File: config.mk
export PLATFORM = sky130hd
export DESIGN_NAME = gcsa_ram
export DESIGN_NICKNAME = d
export VERILOG_FILES = /design/src/hw/rtl/gcsa_ram.sv
export SDC_FILE = /design/constraint.sdc
export NUM_CORES = 1
export LEC_CHECK = 0
export ABC_AREA = 1
export CORE_UTILIZATION = 53
export CTS_BUF_LIST = sky130_fd_sc_hd__clkbuf_2
export CTS_CLUSTER_DIAMETER = 30
export CTS_CLUSTER_SIZE = 14
export DETAILED_ROUTE_END_ITERATION = 8
export DONT_BUFFER_PORTS = 1
export PLACE_DENSITY = 0.68
export SLEW_MARGIN = 25
export SYNTH_ARGS = -nofsm -noshare
export SYNTH_HDL_FRONTEND = slang
export SYNTH_SLANG_ARGS = --single-unit
File: constraint.sdc
create_clock -name clk -period 2 [get_ports clk]
set_input_delay 0.4 -clock clk [delete_from_list [all_inputs] [get_ports clk]]
set_output_delay 0.4 -clock clk [all_outputs]
set_load 0.01 [all_outputs]
File: src/hw/rtl/gcsa_ram.sv
// ----------------------------------------------------------------------------
// Generic simple dual-port RAM
// One write port and one read port with a registered read.
// ----------------------------------------------------------------------------
module gcsa_ram #(
    parameter int WIDTH = 8,
    parameter int DEPTH = 16
) (
    input  logic                     clk,
    input  logic                     we,
    input  logic [$clog2(DEPTH)-1:0] waddr,
    input  logic [WIDTH-1:0]         wdata,
    input  logic                     re,
    input  logic [$clog2(DEPTH)-1:0] raddr,
    output logic [WIDTH-1:0]         rdata
);

    logic [WIDTH-1:0] mem [DEPTH];

    always_ff @(posedge clk)
    begin
        if (we)
        begin
            mem[waddr] <= wdata;
        end
        if (re)
        begin
            rdata <= mem[raddr];
        end
    end

endmodule

# Word-level counts from Yosys, hierarchy flattened
# Memory sizes are Yosys's and may differ from the RTL's. A register that Yosys moved wholly into a read port is not among the register bits.
# Cells that the tools add are included.
[totals]
ff_bits = 0
ramBits = 128
out_inout_bits = 8
n_memories = 1
[op_classes]
n_mux = 2
[mem_list]
columns = ["memory", "depth", "width", "read_ports", "rd_clocked_by_memory_dff", "write_ports", "line", "rtl"]
rows = [
  ["mem", 16, 8, 1, 1, 1, "18", "logic [WIDTH-1:0] mem [DEPTH];"],
]
[ops]
columns = ["op", "count"]
rows = [
  ["1-bit two-way mux", 2],
]

# Longest topological paths before layout
# Gate-level depths: netlist of the first run.
[logic_depth]
word_depth = 2
ltp_mapped = 8
ltp_nobuf = 7

# Worst setup path after synthesis of the first run
# OpenSTA, ideal clock, no wires.
[synth_timing]
path_type = "input -> register"
from = "input waddr[2]"
to = "memory mem[10][0] (enable)"
setup_time_ps = 370
arrival_ps = 981
required_ps = 1630
slack_ps = 649
path_stages = 2
n_path_buf = 0
cell_sequence = "nand3b_1 > nor2_1"
[synth_rtl]
columns = ["element", "line", "rtl"]
rows = [
  ["start: declaration", "11", "input logic [$clog2(DEPTH)-1:0] waddr,"],
  ["end: declaration", "18", ""],
]
# No word-level cell before the write port.

==> impl_metrics.py, run 1 <==
metrics = {
    "detailed_routing": {
        "vias": 3885,
        "ant_nets": 0,
        "vias_per_cell": 5.366,
        "routedWlPerCell_um": 18.72,
        "drt_iter0_markers": 425,
        "route.detailed.drc": 0,
        "finalWirelength_um": 13550,
        "first_pass_iters": 5,
    },
    "cts": {
        "cts_sinks": 136,
        "cts_tree": "built",
        "clkTransAtPathRegs_ns": 0.21,
        "cts_buffers": 17,
        "clk_latency_ns": 0.71,
        "htreeDepth": 4,
        "root_buffer": "clkbuf_2",
        "cts_buffer_depth": 2,
    },
    "global_routing": {
        "antenna_found_initial": 3,
        "grt_start_max_net_pins": 66,
        "grt_overflow": 0,
        "grt_pass1_vias": 3798,
        "grt.total_usage_pct": 25.71,
        "grt_pass1_wl_um": 20820,
    },
    "critical_path": {
        "cpMostUsedCell": "nand3_1",
        "cp.arrival_ns": 2.17,
        "crit_path_start_kind": "flop",
        "crit_type": "flop to flop",
        "cp_max_fo": 1,
        "required_ns": 2.51,
        "crit_chain": "inv_1 > nand2_1 > nand3_1 > nand3_1 > nand3_1 > dlygate4sd3_1 > nand2_1",
        "critPathSlowestCell": "dlygate4sd3_1",
        "worst-path-buf-inv": 2,
        "cp_slowest_stage_delay_ns": 0.57,
        "path_delay_family": "buffers and inverters",
        "crit_path_end_kind": "flop",
    },
    "pwr": {
        "p_leak_uw": 0.002744,
        "peakVddDrop_mv": 0.3947,
        "powerDensity_mw_per_mm2": 871.8,
    },
    "sta": {
        "slew_headroom_pct": 40.66,
        "rsz0062_at_grt": "false",
        "final_hold_viol_count": 0,
        "fmax_mhz": 601.8,
        "tns_ns": 0,
        "setup_viol": 0,
        "final.setup_skew_ns": 0.03193,
        "post-route-period-util_pct": 83.09,
        "fin_crit_ns": 1.662,
        "tightestPinTransition_ns": 0.8868,
        "drv_slew": 0,
    },
    "place": {
        "placedInstanceArea_mm2": 0.005993,
        "dp_hpwl_um": 8034,
        "io_buffers": 0,
        "place_congestion": 0.8883,
    },
    "die": {
        "die_area_mm2": 0.01146,
        "die_x_um": 107.0,
        "initial_core_util_pct": 55.64,
        "core_mm2": 0.01051,
        "dieHeight_um": 107.0,
        "ios": 27,
        "rows": 37,
    },
    "synthesis": {
        "avgSynthCellArea_um2": 10.61,
        "postSynthCellCount": 551,
        "synth.distinct_cells": 11,
        "netlist_area_mm2": 0.005847,
        "yosysSeqAreaShare_pct": 69.85,
        "synth_seq_cells": 136,
        "syn-num-nets": 570,
        "ys_warn_count": 0,
    },
    "run": {
        "drv_cap": 0,
    },
    "run_status": {
        "run_status": "finished, final reports clean",
    },
    "finish": {
        "design_area_mm2": 0.006454,
        "fillCellCount": 841,
        "layout-drive-gt1-share_pct": 7.850,
        "final_nets": 593,
        "area_delta_synth_final_pct": 10.38,
    },
    "min_path": {
        "hold_path_class": "input port to flop",
    },
}
-- worst min-delay path, cell delays in order --
cell and delay [ns]:
nand3_1 0.11, nand3_1 0.11, nand2_1 0.08
-- per-stage QoR --
stage	hold slack (ns)	utilization (%)	setup WS, ns	instances	total power, µW
6_report	0.06873	61.41	0.3383	724	5627
3_3_place_gp	0.4998	57.03	0.3831	677	3552
4_1_cts	0.001807	61.36	0.3112	722	5643
2_1_floorplan	0.4989	-	0.6492	551	3517
3_5_place_dp	0.4995	57.03	0.3565	677	3556
5_1_grt	0.02287	61.39	0.2818	723	5806
-- what timing repair did --
action	CTS	global route
setup buffers	0	0
hold buffers	14	0
hold endpoints to repair	144	0
resized for setup	0	0
-- sequential cells by signal, summed over array words and instances, names as in the netlist --
name / count
mem: 128
rdata: 8
-- power by group --
| group | internal (µW) | switching [µW] |
|---|---|---|
| clock | 1050 | 995 |
| combinational | 111 | 229 |
| sequential | 3210 | 29.1 |
-- cells in the mapped netlist --
library cell	n	area share, %
buf_1	1	0.064
nand3b_1	2	0.26
buf_6	6	1.2
nand3_1	97	8.3
inv_2	2	0.13
edfxtp_1	136	70
nor2_1	17	1.1
buf_2	13	1.1
inv_1	100	6.4
buf_4	4	0.51
nand2_1	173	11
-- per-layer routing --
layer / part of all wire (%) / wire, µm / up-vias / track usage [%]
met1: 43 / 5771 / 1850 / 35.07
met4: 2.6 / 349 / 2 / 11.94
met3: 8.9 / 1204 / 31 / 8.085
met5: 0.12 / 16 / - / 0
li1: - / - / 1828 / -
met2: 46 / 6211 / 174 / 37.70
-- area by class of cell --
cell class,instances,area (µm²),share of cell area (%)
clock inverter,14,230.2,3.567
tap,136,170.2,2.637
sequential,136,4084,63.28
inverter,102,382.9,5.933
multi-input combinational,289,1214,18.81
timing repair buffer,28,282.8,4.382
antenna,2,5.005,0.07755
clock buffer,17,85.08,1.318
-- final timing paths --
| path | startpoint | endpoint | slack, ns | depth (start not counted) |
|---|---|---|---|---|
| max reg2reg | mem[9][4]$_DFFE_PP_ | rdata[4]$_DFFE_PP_ | 0.34 | 7 |
| max | mem[9][4]$_DFFE_PP_ | rdata[4]$_DFFE_PP_ | 0.34 | 7 |
| min | raddr[2] | rdata[5]$_DFFE_PP_ | 0.07 | 3 |
| min reg2reg | mem[10][5]$_DFFE_PP_ | rdata[5]$_DFFE_PP_ | 0.76 | 6 |
-- placed cells by master, fill, tap and decap left out, drive strengths merged --
| cell | synthesis | routed |
|---|---|---|
| nor2 | 17 | 17 |
| edfxtp | 136 | 136 |
| inv | 102 | 102 |
| clkinvlp | 0 | 3 |
| nand2 | 173 | 173 |
| bufinv | 0 | 6 |
| buf | 24 | 14 |
| diode | 0 | 2 |
| dlygate4sd3 | 0 | 14 |
| nand3b | 2 | 2 |
| nand3 | 97 | 97 |
| clkbuf | 0 | 17 |
| clkinv | 0 | 5 |
-- kinds of logic (layout without fill, tap and decap cells) --
| family | Yosys count | in the layout | synth area share, % |
|---|---|---|---|
| other | 0 | 2 | 0 |
| buffers and inverters | 126 | 161 | 9.394 |
| AND/OR/NAND/NOR | 289 | 289 | 20.76 |
| flip-flops | 136 | 136 | 69.85 |
(Power assumes the default switching activity.)
==> run 2, diff against run 1 <==
ABC_AREA = 0   (was 1)
clock period = 1.6 ns   (was 2 ns; I/O delays follow)
==> impl_metrics.py, run 2 <==
metrics = {
    "run_status": {
        "run_status": "finished, final reports clean",
    },
    "die": {
        "core_mm2": 0.009415,
        "die_area_mm2": 0.01026,
        "die_x_um": 101.3,
        "dieHeight_um": 101.3,
        "initial_core_util_pct": 55.52,
        "rows": 35,
        "ios": 27,
    },
    "detailed_routing": {
        "ant_nets": 0,
        "route.detailed.drc": 0,
        "drt_iter0_markers": 192,
        "finalWirelength_um": 9541,
        "routedWlPerCell_um": 23.21,
        "vias": 2367,
        "first_pass_iters": 4,
        "vias_per_cell": 5.759,
    },
    "synthesis": {
        "syn-num-nets": 248,
        "postSynthCellCount": 229,
        "ys_warn_count": 0,
        "synth-adder-area-share_pct": 0,
        "yosysSeqAreaShare_pct": 78.12,
        "synth_most_common_cell": "edfxtp_1",
        "synth_xor_area_share_pct": 0,
        "synthMuxAreaShare_pct": 14.79,
        "ys.flop_type": "edfxtp_1",
        "synth_edf_count": 136,
        "synth_top_family_by_area": "multiplexers",
        "netlist_area_mm2": 0.005228,
        "synth.top_cell.area_share_pct": 78.12,
        "synthTopCellsByCount": "edfxtp_1 (136), mux4_2 (18), a22oi_1 (16), mux4_1 (14), nor2_1 (13)",
        "synth-simple-area-share_pct": 3.135,
        "async_flop_share_pct": 0,
        "synth_top_cell_by_area": "edfxtp_1",
        "synth_area_leaders": "edfxtp_1 (78%), mux4_2 (7.8%), mux4_1 (7.0%)",
        "synth.distinct_cells": 18,
        "synth_compound_area_share_pct": 2.298,
        "avgSynthCellArea_um2": 22.83,
        "synth_seq_cells": 136,
    },
    "place": {
        "place_congestion": 0.7260,
        "dp_hpwl_um": 5785,
        "io_buffers": 0,
        "dp_cells": 364,
    },
    "critical_path": {
        "crit_chain": "mux4_1 > a22oi_1 > nand2_1",
        "crit_path_end_kind": "flop",
        "r2r_setup_slack_ns": 0.06,
        "cp.arrival_ns": 1.94,
        "crit_path_start_kind": "flop",
        "required_ns": 2.00,
        "cp_slowest_stage_delay_ns": 0.56,
        "crit_type": "flop to flop",
        "timing.rr.start": "mem[4][1]$_DFFE_PP_",
        "r2r_cells": 3,
        "cp_max_fo": 1,
        "r2r-end": "rdata[1]$_DFFE_PP_",
        "critPathSlowestCell": "mux4_1",
    },
    "global_routing": {
        "antenna_found_initial": 1,
        "grt.total_usage_pct": 20.59,
        "grt_pass1_vias": 2379,
        "grt_overflow": 0,
        "grt_pass1_wl_um": 14050,
        "grt_start_max_net_pins": 33,
    },
    "cts": {
        "cts_buffer_depth": 2,
        "cts_buffers": 17,
        "clkTransAtPathRegs_ns": 0.19,
        "root_buffer": "clkbuf_2",
        "cts_sinks": 136,
        "clk_latency_ns": 0.62,
        "htreeDepth": 4,
        "cts_tree": "built",
        "cts_setup_buffers": 0,
    },
    "min_path": {
        "hold_path_class": "input port to flop",
        "whs_path_depth": 3,
        "hold_end": "rdata[2]$_DFFE_PP_",
        "hold_path_startpoint": "raddr[1]",
    },
    "sta": {
        "tightestPinTransition_ns": 0.7945,
        "final.setup_skew_ns": 0.02159,
        "post-route-period-util_pct": 96.20,
        "setup_viol": 0,
        "final_hold_viol_count": 0,
        "tns_ns": 0,
        "fin_crit_ns": 1.539,
        "slew_headroom_pct": 46.93,
        "drv_slew": 0,
        "fmax_mhz": 649.7,
        "rsz0062_at_grt": "true",
    },
    "finish": {
        "layout.cells.non_filler": 411,
        "fillCellCount": 646,
        "top_regs": "mem x128, rdata x8",
        "final_nets": 288,
        "final_common_cell": "edfxtp_1",
        "top_register": "mem",
        "layout_common_cells": "edfxtp_1 (136), mux4_2 (18), clkbuf_2 (17)",
        "largest_reg_flops": 128,
        "area_delta_synth_final_pct": 11.97,
        "utilization_pct": 62.17,
        "layout-drive-gt1-share_pct": 23.13,
    },
    "pwr": {
        "powerDensity_mw_per_mm2": 1106,
        "p_leak_uw": 0.001902,
        "p_int_uw": 5150,
        "switchingPower_uw": 1324,
        "p_comb_share_pct": 4.5,
        "clock_power_share_pct": 33.1,
        "peakVddDrop_mv": 0.4722,
        "power_uw": 6475,
        "swShare_pct": 20.45,
        "seqPwrFrac_pct": 62.4,
    },
    "run": {
        "drv_cap": 0,
    },
}
==> run 2: worst max path at each step <==
| stage | startpoint | to | slack [ns] | cells after the start |
|---|---|---|---|---|
| after floorplan | raddr[0] | rdata[1]$_DFFE_PP_ | 0.004 | 5 |
| after global routing | rdata[7]$_DFFE_PP_ | rdata[7] | -0.008 | 0 |
| after detailed placement | raddr[0] | rdata[4]$_DFFE_PP_ | 0.07 | 3 |
| after CTS | mem[8][4]$_DFFE_PP_ | rdata[4]$_DFFE_PP_ | 0.02 | 3 |
| final | mem[4][1]$_DFFE_PP_ | rdata[1]$_DFFE_PP_ | 0.06 | 3 |
| after global placement | raddr[0] | rdata[4]$_DFFE_PP_ | 0.07 | 3 |
==> run 2: cell type report <==
| type | instances | area (µm²) | area share (%) |
|---|---|---|---|
| clock buffer | 17 | 85.08 | 1.454 |
| tap | 129 | 161.4 | 2.758 |
| antenna | 1 | 2.502 | 0.04275 |
| multi-input combinational | 83 | 1067 | 18.23 |
| clock inverter | 14 | 182.7 | 3.121 |
| timing repair buffer | 31 | 270.3 | 4.617 |
| sequential | 136 | 4084 | 69.77 |
==> run 2: power groups by stage <==
stage / logic, µW / clock network, µW / registers (µW)
floorplan: 205 / 0 / 4110
global placement: 214 / 0 / 4120
detailed placement: 217 / 0 / 4130
CTS: 284 / 2190 / 4050
global route: 313 / 2330 / 4050
finish: 290 / 2140 / 4040
==> run 2: cells by family (layout without fill, tap and decap cells) <==
family	Yosys count	in the layout
flip-flops	136	136
AND/OR/NAND/NOR	35	35
multiplexers	32	32
buffers and inverters	10	62
other	0	1
AO/OA/AOI/OAI	16	16
==> run 2: through the flow <==
stage / instance area (µm²) / hold WS, ns / setup slack, ns
CTS: 5806 / 0.001693 / 0.02441
finish: 5853 / 0.07026 / 0.06074
global placement: 5428 / 0.4196 / 0.07140
floorplan: 5240 / 0.4189 / 0.004036
global route: 5853 / 0.006142 / -0.007532
detailed placement: 5428 / 0.4195 / 0.06706
==> run 2: timing repair <==
action | in CTS | in global routing
hold buffers | 11 | 4
endpoints found under the setup margin | 0 | 2
hold endpoints to repair | 137 | 10
gates resized for setup | 0 | 1
==> run 2: per-layer routing <==
| metal | up-vias | wire [µm] | track usage (%) |
|---|---|---|---|
| met4 | 0 | 81 | 8.473 |
| li1 | 1064 | - | - |
| met5 | - | 0 | 0 |
| met1 | 1215 | 3746 | 27.24 |
| met3 | 6 | 739 | 6.625 |
| met2 | 82 | 4973 | 32.08 |
==> run 2: critical path, delay by kind of cell, from the launching register on <==
kind / cells / cell delay [ns]
AND/OR/NAND/NOR: 1 / 0.11
multiplexers: 1 / 0.56
flip-flops: 1 / 0.41
AO/OA/AOI/OAI: 1 / 0.25
