===== config.mk =====
export PLATFORM = sky130hd
export DESIGN_NAME = gcsa_div
export DESIGN_NICKNAME = d
export VERILOG_FILES = /design/src/hw/rtl/gcsa_pkg.sv /design/src/hw/rtl/gcsa_div.sv
export SDC_FILE = /design/constraint.sdc
export NUM_CORES = 1
export LEC_CHECK = 0
export BUFFER_PORTS_ARGS = -buffer_cell sky130_fd_sc_hd__buf_2
export CORE_MARGIN = 4
export CORE_UTILIZATION = 35
export DETAILED_ROUTE_END_ITERATION = 10
export PLACE_DENSITY = 0.7
export SLEW_MARGIN = 20
export SYNTH_ARGS = -nofsm -noshare
export SYNTH_HDL_FRONTEND = slang
export SYNTH_SLANG_ARGS = --single-unit
export TNS_END_PERCENT = 100

===== constraint.sdc =====
create_clock -name clk -period 2.4 [get_ports clk]
set_input_delay 0.24 -clock clk [delete_from_list [all_inputs] [get_ports clk]]
set_output_delay 0.24 -clock clk [all_outputs]
set_load 0.005 [all_outputs]

===== src/hw/rtl/gcsa_pkg.sv =====
// ----------------------------------------------------------------------------
// Grid cell sample averager package
// Shared widths, operation and register codes, the cell record and the
// divider request and response types.
// ----------------------------------------------------------------------------
package gcsa_pkg;

    localparam int MAX_CELLS = 1024;
    localparam int IDX_W     = $clog2(MAX_CELLS);
    localparam int CNT_W     = $clog2(MAX_CELLS + 1);

    localparam int COORD_W   = 16;
    localparam int SUM_W     = 24;
    localparam int SMP_W     = 16;
    localparam int STR_W     = 8;
    localparam int NID_W     = 8;
    localparam int STEP_W    = 8;
    localparam int FILT_W    = 9;
    localparam int MEAN_W    = 12;
    localparam int FRAC_W    = 4;
    localparam int OP_W      = 2;
    localparam int SEL_W     = 10;
    localparam int REG_IDX_W = 1;
    localparam int CFG_W     = 9;

    localparam int DIVIDEND_W = SUM_W + FRAC_W;
    localparam int DIVISOR_W  = SMP_W;

    localparam logic [OP_W-1:0] OP_ADD   = 2'd0;
    localparam logic [OP_W-1:0] OP_READ  = 2'd1;
    localparam logic [OP_W-1:0] OP_CLEAR = 2'd2;

    localparam logic [REG_IDX_W-1:0] REG_GRID_STEP      = 1'b0;
    localparam logic [REG_IDX_W-1:0] REG_NETWORK_FILTER = 1'b1;

    // Filter value that keeps every network.
    localparam logic [FILT_W-1:0] FILTER_ALL = '1;

    typedef struct packed {
        logic [COORD_W-1:0]      x;
        logic [COORD_W-1:0]      y;
        logic signed [SUM_W-1:0] sum;
        logic [SMP_W-1:0]        cnt;
    } cell_t;

    localparam int CELL_W = $bits(cell_t);

    typedef struct packed {
        logic                  start;
        logic [DIVIDEND_W-1:0] dividend;
        logic [DIVISOR_W-1:0]  divisor;
    } div_req_t;

    typedef struct packed {
        logic                  done;
        logic [DIVIDEND_W-1:0] quotient;
        logic [DIVISOR_W-1:0]  remainder;
    } div_rsp_t;

endpackage


===== src/hw/rtl/gcsa_div.sv =====
// ----------------------------------------------------------------------------
// Iterative unsigned divider
// Restoring division, one quotient bit per cycle. Gives the quotient and the
// remainder and pulses done when both are ready.
// ----------------------------------------------------------------------------
module gcsa_div (
    input  logic               clk,
    input  logic               rst_n,
    input  gcsa_pkg::div_req_t req,
    output gcsa_pkg::div_rsp_t rsp
);

    localparam int STEP_CNT_W = $clog2(gcsa_pkg::DIVIDEND_W + 1);

    logic                                busy_reg, busy_next;
    logic                                done_reg, done_next;
    logic [STEP_CNT_W-1:0]               step_reg, step_next;
    logic [gcsa_pkg::DIVIDEND_W-1:0]     quo_reg, quo_next;
    logic [gcsa_pkg::DIVISOR_W-1:0]      rem_reg, rem_next;
    logic [gcsa_pkg::DIVISOR_W-1:0]      dvs_reg, dvs_next;
    logic [gcsa_pkg::DIVISOR_W:0]        shifted;
    logic [gcsa_pkg::DIVISOR_W:0]        trial;

    assign shifted = {rem_reg, quo_reg[gcsa_pkg::DIVIDEND_W-1]};
    assign trial   = shifted - {1'b0, dvs_reg};

    always_comb
    begin
        busy_next = busy_reg;
        done_next = 1'b0;
        step_next = step_reg;
        quo_next  = quo_reg;
        rem_next  = rem_reg;
        dvs_next  = dvs_reg;
        if (busy_reg)
        begin
            // A clear borrow bit means the divisor fits into the partial remainder.
            if (!trial[gcsa_pkg::DIVISOR_W])
            begin
                rem_next = trial[gcsa_pkg::DIVISOR_W-1:0];
                quo_next = {quo_reg[gcsa_pkg::DIVIDEND_W-2:0], 1'b1};
            end
            else
            begin
                rem_next = shifted[gcsa_pkg::DIVISOR_W-1:0];
                quo_next = {quo_reg[gcsa_pkg::DIVIDEND_W-2:0], 1'b0};
            end
            step_next = step_reg - STEP_CNT_W'(1);
            if (step_reg == STEP_CNT_W'(1))
            begin
                busy_next = 1'b0;
                done_next = 1'b1;
            end
        end
        else if (req.start)
        begin
            busy_next = 1'b1;
            step_next = STEP_CNT_W'(gcsa_pkg::DIVIDEND_W);
            quo_next  = req.dividend;
            rem_next  = '0;
            dvs_next  = req.divisor;
        end
    end

    always_ff @(posedge clk or negedge rst_n)
    begin
        if (!rst_n)
        begin
            busy_reg <= 1'b0;
            done_reg <= 1'b0;
            step_reg <= '0;
            quo_reg  <= '0;
            rem_reg  <= '0;
            dvs_reg  <= '0;
        end
        else
        begin
            busy_reg <= busy_next;
            done_reg <= done_next;
            step_reg <= step_next;
            quo_reg  <= quo_next;
            rem_reg  <= rem_next;
            dvs_reg  <= dvs_next;
        end
    end

    assign rsp.done      = done_reg;
    assign rsp.quotient  = quo_reg;
    assign rsp.remainder = rem_reg;

endmodule


**Yosys cells after proc, flatten, opt, wreduce, memory -nomap -nowiden**

Index checks and enable logic that the tools add are counted.

- Logic and storage cells: 25
- Register bits after elaboration: 67
- Output and inout bits: 45
- Bits of input ports: 47

- Reductions and logical operators: 2
- Muxes and demuxes: 13
- Add/subtract/negate cells: 2
- Bitwise operators: 1
- Equality and inequality tests: 1

Operators with widths:

| kind | number |
|---|---|
| 2-to-1 mux 28 bit | 2 |
| 2-to-1 mux 16 bit | 3 |
| subtractor 17 x 16 -> 17 bit | 1 |
| 2-to-1 mux 5 bit | 2 |
| 2-to-1 mux 1 bit | 6 |
| == test 5 x 1 -> 1 bit, second input constant | 1 |
| subtractor 5 x 1 -> 5 bit, second input constant | 1 |
| AND reduction 2 bit | 1 |
| nonzero test 2 bit | 1 |
| inverter 1 bit | 1 |

**Logic depth before layout (Yosys ltp)**

Gate-level depths: netlist of run 1.

- Depth in word-level cells: 3
- Depth in mapped cells: 12

**Worst setup path after synthesis of run 1**

OpenSTA, ideal clock, no wires.

- Kind: reg-to-reg
- From: register quo_reg[27] (netlist bit)
- To: register rem_reg[15] (netlist bit)
- Clock period less this slack: 2,700 ps
- Cell stages (with the launch flop): 13
- Setup slack: -300 ps
- Arrival: 2,582 ps
- Library setup time: 118 ps
- Data required time: 2,282 ps
- Cell sequence: dfrtp_1 inv_1 ha_1 inv_1 fa_1 a211oi_1 o211ai_2 nand3_2 o31ai_4 xor2_4 buf_12 mux2_1 a21o_1

- Longest elaborated chain between the ends: 3

Ends and longest elaborated chain:

| item | line | text |
|---|---|---|
| from (decl) | gcsa_div.sv:18 | `logic [gcsa_pkg::DIVIDEND_W-1:0] quo_reg, quo_next;` |
| from (signal assigned) | gcsa_div.sv:81 | `quo_reg <= quo_next;` |
| subtractor 17 x 16 -> 17 bit | gcsa_div.sv:25 | `assign trial = shifted - {1'b0, dvs_reg};` |
| 2-to-1 mux 16 bit | gcsa_div.sv:38 | `if (!trial[gcsa_pkg::DIVISOR_W])` |
| 2-to-1 mux 16 bit | gcsa_div.sv:35 | `if (busy_reg)` |
| to (signal assigned) | gcsa_div.sv:82 | `rem_reg <= rem_next;` |
| to (decl) | gcsa_div.sv:19 | `logic [gcsa_pkg::DIVISOR_W-1:0] rem_reg, rem_next;` |

No other way between the ends.
A chain may end at the register's enable or synchronous reset.

**Worst setup path in the final report of run 1**

- From: register quo_reg[27] (netlist bit)
- To: register rem_reg[10] (netlist bit)

Same word-level chain as after synthesis.

==> results of run 1 <==
## cell families after synthesis
| family | count (synthesis) | share of synthesized area |
|---|---|---|
| AOI/OAI and AO/OA | 115 | 0.1893 |
| buffers and inverters | 42 | 0.04677 |
| DFF | 67 | 0.4292 |
| xor gates and xnor gates | 15 | 0.03844 |
| and+or+nand+nor | 94 | 0.1057 |
| adders and majority gates | 19 | 0.06278 |
| muxes | 45 | 0.1278 |
## tightest hold or removal path, delay by kind of cell
kind            cells  cell delay [ns]
simple gates        1             0.03
buf+inv             1             0.08
compound gates      1             0.05
## cells in the final DEF (no fill, tap or decap), types with 12 or more instances in the layout
master	Yosys	layout
a22o_1	13	13
nand2_1	60	60
buf_2	4	91
a21oi_1	20	20
dfrtp_1	67	66
mux2_4	8	12
mux2i_1	30	30
ha_1	18	15
o21ai_0	51	51
buf_4	1	66
inv_1	19	17
## timing repair
action / in CTS / in global routing
cloned: 0 / 0
setup endpoints to repair: 16 / 17
hold endpoints to repair: 26 / 0
buffers inserted: 20 / 1
gates resized for setup: 7 / 6
hold buffers: 1 / 0
pin swaps: 5 / 6
## power by group through the flow
stage / combinational [mW] / sequential [mW] / clock [mW]
floorplan: 4.22 / 2.17 / 0
global placement: 6.30 / 2.13 / 0
detailed placement: 6.49 / 2.15 / 0
CTS: 7.01 / 2.14 / 1.08
global route: 7.88 / 2.24 / 1.13
finish: 7.13 / 2.15 / 1.05
## metal layers
| layer | global-route usage | part of all wire | vias to the layer above |
|---|---|---|---|
| li1 | - | - | 1698 |
| met1 | 0.2020 | 0.42 | 1585 |
| met2 | 0.2717 | 0.48 | 104 |
| met3 | 0.05517 | 0.075 | 22 |
| met4 | 0.07452 | 0.022 | 0 |
| met5 | 0 | 0 | - |
## final timing paths
| path | from | slack, ns | endpoint | cells past startpoint |
|---|---|---|---|---|
| max | quo_reg[27] | -0.13 | rem_reg[10] | 12 |
| min | req[6] | 0.07 | dvs_reg[6] | 3 |
| max reg2reg | quo_reg[27] | -0.13 | rem_reg[10] | 12 |
| min reg2reg | quo_reg[3] | 0.51 | quo_reg[4] | 2 |
| max in group asynchronous | rst_n | 1.30 | busy_reg | 3 |
| min in group asynchronous | rst_n | 0.43 | quo_reg[25] | 2 |
## cell type report
class,count,area (sq um),area share
Inverter,19,71.32,0.01348
Clock buffer,9,123.9,0.02342
Multi-Input combinational cell,288,2115,0.3998
Tap cell,140,175.2,0.03312
Clock inverter,6,91.34,0.01727
Sequential cell,67,1678,0.3172
Timing Repair Buffer,163,1035,0.1956
==> summary.txt, run 1 <==
Critical path
  • Data arrival time of the worst path: about 2.8 ns
  • Critical path's slowest cell: dfrtp_1
  • Crit end category: register
  • Worst path buffer plus inverter count: 3
  • Critical path type: register to register
  • CP Launch Type: register
  • CP cell instances: inv_2, ha_4, inv_2, fa_2, a211oi_4, o211ai_2, nand3_2, o31ai_4, xor2_4, buf_6, mux2_4, a22o_1
  • CP most frequent cell: inv_2
  • CP delay by family, top: compound AO/OA/AOI/OAI gates
  • Critical Path Max Stage Delay: approximately 0.4 ns
  • CP max FO: 5
  • Worst endpoint required time: 2.65 ns

Logic synthesis
  • Post-Syn Nets: 463
  • Async SR Flop Fraction: 1.000
  • Sequential element share of the synthesized area: 0.4292
  • EDFF count, synth: 0
  • Synthesized instance count: 397
  • Synth cell types: a little under 50
  • Syn Std Cell Area: 0.003906 sq mm
  • Synth top area share: 0.4292
  • Most numerous cell in the Yosys netlist: dfrtp_1
  • Yosys reg bits: 67
  • Commonest cells post-synth: dfrtp_1 (67), nand2_1 (60), o21ai_0 (51)
  • Syn avg cell area: roughly 10 sq um
  • Yosys warning count: 0
  • Ys flop type: dfrtp_1
  • Synth area leader: dfrtp_1
  • Leading cell types by total area after synthesis: dfrtp_1 (43%), mux2i_1 (7.7%), o21ai_0 (6.5%)

Flow run
  • Max-cap viol count: 0

Run status
  • Failing checks: negative setup slack
  • Outcome: finished with violations

Timing
  • Period minus WS final: between 2 and 3 ns
  • Clk_skew: 0.01414 ns
  • Slew @ Worst Pin: about 0.63 ns
  • Post-route setup slack: -0.1345 ns
  • RSZ-0062 raised after global routing: true
  • Worst relative slew slack: 0.5786
  • Final TNS setup: -1.805 ns
  • Period utilisation layout: 1.056
  • Final Setup Violations: 17
  • Slew Limit Fails: 0
  • Fin Hold WS: 0.07494 ns
  • Max Fclk: 0.3946 GHz
  • Final hold vios: 0

Placed design
  • Detail Placement HPWL: 7.300 mm
  • Worst slack, placed: -0.2249 ns
  • Placed cell count: 657
  • GPL Wtd Cong: 0.9004
  • # port buffers: a little over 90
  • Post-DP Area: 0.004855 sq mm

GRT
  • Initial antenna violation count: 0
  • GR Util All Layers: 0.1672
  • Largest net degree at the start of global routing: 74
  • Vias in the first global route: 3707
  • GRT overflow: 0
  • First-pass GRT wire length: 17.24 mm

Floorplan
  • Die Ht: ~110 um
  • Die W: 113.6 um
  • Initial Utilization: 0.3588
  • Die area: between 0.01 and 0.015 sq mm
  • Top Ports: slightly above 90
  • Core Box Area: 0.01089 sq mm
  • Num rows: 38

Power
  • Logic pwr share: 0.690
  • Switching part of the total power: 0.3906
  • Clk pwr share: 0.101
  • Internal cell power: roughly 6.3 mW
  • PD cells: 1954 mW/mm^2
  • Pwr Total: 10.33 mW
  • Worst VDD drop: 663.5 uV
  • Register share of total power: 0.208
  • P_sw: 4.036 mW
  • Static Leak: around 2.7 nW

Route
  • Vias per cell: 4.926
  • Antenna Nets Post-Route: 0
  • DR pass1 iterations: 4
  • WL/cell: about 15 um
  • Vias: 3409
  • DRC errors left: 0
  • Routed WL: 10.25 mm
  • DR iter-0 viols: 140

Layout
  • Layout cell share with drive strength beyond 1: 0.3804
  • Nets: between 600 and 700
  • Fillers: 1006
  • N_diodes: 0
  • Utilization after layout: 0.4858
  • Fin cells: 692
  • Fin area: 0.005289 sq mm
  • Synthesis-to-layout area growth: 35.39%
  • Max FFs per register: 28

CTS
  • TritonCTS buffer count: 9
  • CTS Root Cell: clkbuf_8
  • CTS Sinks: 67
  • Clk slew on worst S/H paths: 0.08 ns
  • H-Tree Depth: 3
  • Max Root-Sink Buffers: 2
  • CTS tree: built
  • Clk_lat worst skew: 0.36 ns

Hold path
  • HP Class: input port to register
No activity file was read; power rests on OpenSTA's default activity.
==> run 2, diff against run 1 <==
--- a/config.mk
+++ b/config.mk
@@ -7,9 +7,9 @@
 export LEC_CHECK = 0
 export BUFFER_PORTS_ARGS = -buffer_cell sky130_fd_sc_hd__buf_2
 export CORE_MARGIN = 4
-export CORE_UTILIZATION = 35
+export CORE_UTILIZATION = 49
 export DETAILED_ROUTE_END_ITERATION = 10
-export PLACE_DENSITY = 0.7
+export PLACE_DENSITY = 0.89
 export SLEW_MARGIN = 20
 export SYNTH_ARGS = -nofsm -noshare
 export SYNTH_HDL_FRONTEND = slang
==> run 2 against run 1 <==
  * The flow still finishes with violations (negative setup slack)
  * Global-route usage rose by 5.2 points
  * Clock skew down 0.0058 ns
  * Critical path type unchanged
  * Power about the same
  * Count of clock-buffer cells in the layout unchanged
  * Clock power barely moved
  * Critical path depth did not move
  * Final cell count down 7.2%
  * Maximum frequency decreased by 1.8%
  * Sequential share of layout area rose by 0.91 points
  * Sequential power is essentially flat
  * Worst hold slack improved by 0.018 ns
  * Wire length decreased by 2.8%
==> summary.txt, run 2 (same netlist as run 1, synthesis figures left out) <==
Run status
  • Outcome: finished with violations
  • Failing checks: negative setup slack

CTS
  • CTS tree: built
  • CTS Sinks: 67 (unchanged)
  • Clk slew on worst S/H paths: 0.08 ns (about the same)
  • H-Tree Depth: 3 (unchanged)
  • Clk_lat worst skew: 0.34 ns (-0.02 ns)
  • TritonCTS buffer count: 9 (unchanged)
  • Max Root-Sink Buffers: 2 (unchanged)
  • CTS Root Cell: clkbuf_8

Layout
  • Commonest cells after routing, fill and taps aside: buf_2 (91), dfrtp_1 (66), nand2_1 (60)
  • Layout cell share with drive strength beyond 1: 0.3704 (-0.01006)
  • Synthesis-to-layout area growth: 31.61%
  • Max FFs per register: 28 (unchanged)
  • N_diodes: 0 (unchanged)
  • Fin cells: 642 (-7.2%)
  • Nets: 601 (-2.1%)
  • Fillers: 604 (-40%)
  • Fin area: 0.005141 sq mm (-2.8%)
  • Most common cell after layout, fill and taps aside: buf_2

Placed design
  • GPL Wtd Cong: 0.8845 (-1.8%)
  • Worst slack, placed: -0.2243 ns (+0.0005720 ns)
  • # port buffers: 91 (unchanged)
  • Placed cell count: 622 (-5.3%)
  • Post-DP Area: 0.004817 sq mm (-0.77%)
  • Detail Placement HPWL: 7.242 mm (-0.80%)

Timing
  • Clk_skew: 0.008389 ns (-0.005755 ns)
  • Period utilisation layout: 1.075 (+0.01939)
  • Slew @ Worst Pin: 0.7255 ns (+0.09334 ns)
  • Period minus WS final: 2.581 ns (+0.04653 ns)
  • Worst relative slew slack: 0.5164 (-0.06223)
  • Max Fclk: 0.3874 GHz (-1.8%)
  • Fin Hold WS: 0.09289 ns (+0.01795 ns)
  • Final Setup Violations: 15 (-2)
  • Post-route setup slack: -0.1811 ns (-0.04653 ns)
  • Final hold vios: 0 (unchanged)
  • RSZ-0062 raised after global routing: true
  • Slew Limit Fails: 0 (unchanged)

Floorplan
  • Die W: 97.29 um (-14%)
  • Core Box Area: 0.007727 sq mm (-29%)
  • Die Ht: 97.29 um (-14%)
  • Top Ports: 92 (unchanged)
  • Die area: 0.009464 sq mm (-27%)
  • Num rows: 32 (-16%)
  • Initial Utilization: 0.5055 (+0.1467)

Critical path
  • Critical path type: register to register
  • Worst endpoint required time: 2.63 ns (-0.02 ns)
  • CP Launch Type: register
  • R2R Setup Slk: -0.18 ns (-0.05 ns)
  • End of the critical path: rem_reg[14]
  • CP max FO: 3 (-2)
  • R2R cell count: 12 (unchanged)
  • CP Launch Point: quo_reg[27]
  • RR Endpoint: rem_reg[14]
  • Reg2Reg Launch Point: quo_reg[27]
  • Data arrival time of the worst path: 2.82 ns (+0.04 ns)
  • Crit end category: register

Route
  • DR iter-0 viols: 173 (+24%)
  • DR pass1 iterations: 4 (unchanged)
  • Routed WL: 9.963 mm (-2.8%)
  • WL/cell: 15.52 um (+4.7%)
  • DRC errors left: 0 (unchanged)
  • Antenna Nets Post-Route: 0 (unchanged)
  • Vias: 3470 (+1.8%)
  • Vias per cell: 5.405 (+9.7%)

Hold path
  • Hold Crit Depth: 3 (unchanged)
  • Hold path start: req[3]
  • HP Class: input port to register

Flow run
  • Max-cap viol count: 0 (unchanged)

Power
  • PD cells: 2011 mW/mm^2 (+2.9%)
  • Static Leak: 2.603 nW (-2.0%)
  • Pwr Total: 10.34 mW (about the same)
  • Worst VDD drop: 887.9 uV (+34%)

GRT
  • Initial antenna violation count: 0 (unchanged)
  • GR Util All Layers: 0.2197 (+0.05248)
  • Vias in the first global route: 3728 (+0.57%)
  • Largest net degree at the start of global routing: 86 (+16%)
  • GRT overflow: 0 (unchanged)
  • First-pass GRT wire length: 17.31 mm (+0.40%)
[run 2: layer usage]
metal	global-route usage	up-vias	share of wire
met1	0.2819	1647	0.43
met3	0.04379	14	0.064
met2	0.3705	125	0.49
met5	0	-	0
met4	0.07668	0	0.012
li1	-	1684	-
[run 2: per-stage QoR]
| step | utilization | setup TNS (ns) |
|---|---|---|
| 6_report | 0.6653 | -1.966 |
| 5_1_grt | 0.6653 | -4.074 |
| 4_1_cts | 0.6616 | -2.435 |
| 3_5_place_dp | 0.6234 | -2.247 |
| 3_3_place_gp | 0.6234 | -1.521 |
| 2_1_floorplan | - | -1.268 |
[run 2: how the worst min path moves through the flow]
stage	end	slack, ns
after floorplan	busy_reg	-0.06
after detailed placement	dvs_reg[3]	0.29
final	dvs_reg[3]	0.09
after global placement	dvs_reg[3]	0.27
after CTS	dvs_reg[2]	0.08
after global routing	dvs_reg[11]	0.08
[run 2: final cells by class]
type                            count  area [sq um]  share of cell area
Multi-Input combinational cell    288          2115              0.4113
Clock inverter                      7         101.3             0.01971
Inverter                           19         71.32             0.01387
Sequential cell                    67          1678              0.3264
Tap cell                          102         127.6             0.02482
Clock buffer                        9         123.9             0.02409
Timing Repair Buffer              150         924.6              0.1798
[run 2: where the power goes]
part,internal [mW],switching [mW],total [mW]
combinational,3.88,3.23,7.11
sequential,1.75,0.406,2.16
clock,0.592,0.474,1.07
[run 2: critical path, cell delays in order, from the launching register on]
cell and delay (ns):
dfrtp_1 0.39, inv_2 0.08, ha_4 0.13, inv_2 0.03, fa_2 0.36, a211oi_4 0.24
buf_4 0.15, o21a_1 0.15, o21bai_2 0.12, o41ai_2 0.26, a211oi_1 0.10, mux2_4 0.27
a22o_1 0.17
[run 2: repair_timing]
action | CTS | global route
hold buffers | 1 | 0
endpoints found under the setup margin | 13 | 17
hold endpoints to repair | 24 | 0
pin swaps | 3 | 4
resized for setup | 9 | 7
cloned | 0 | 0
setup buffers | 3 | 0
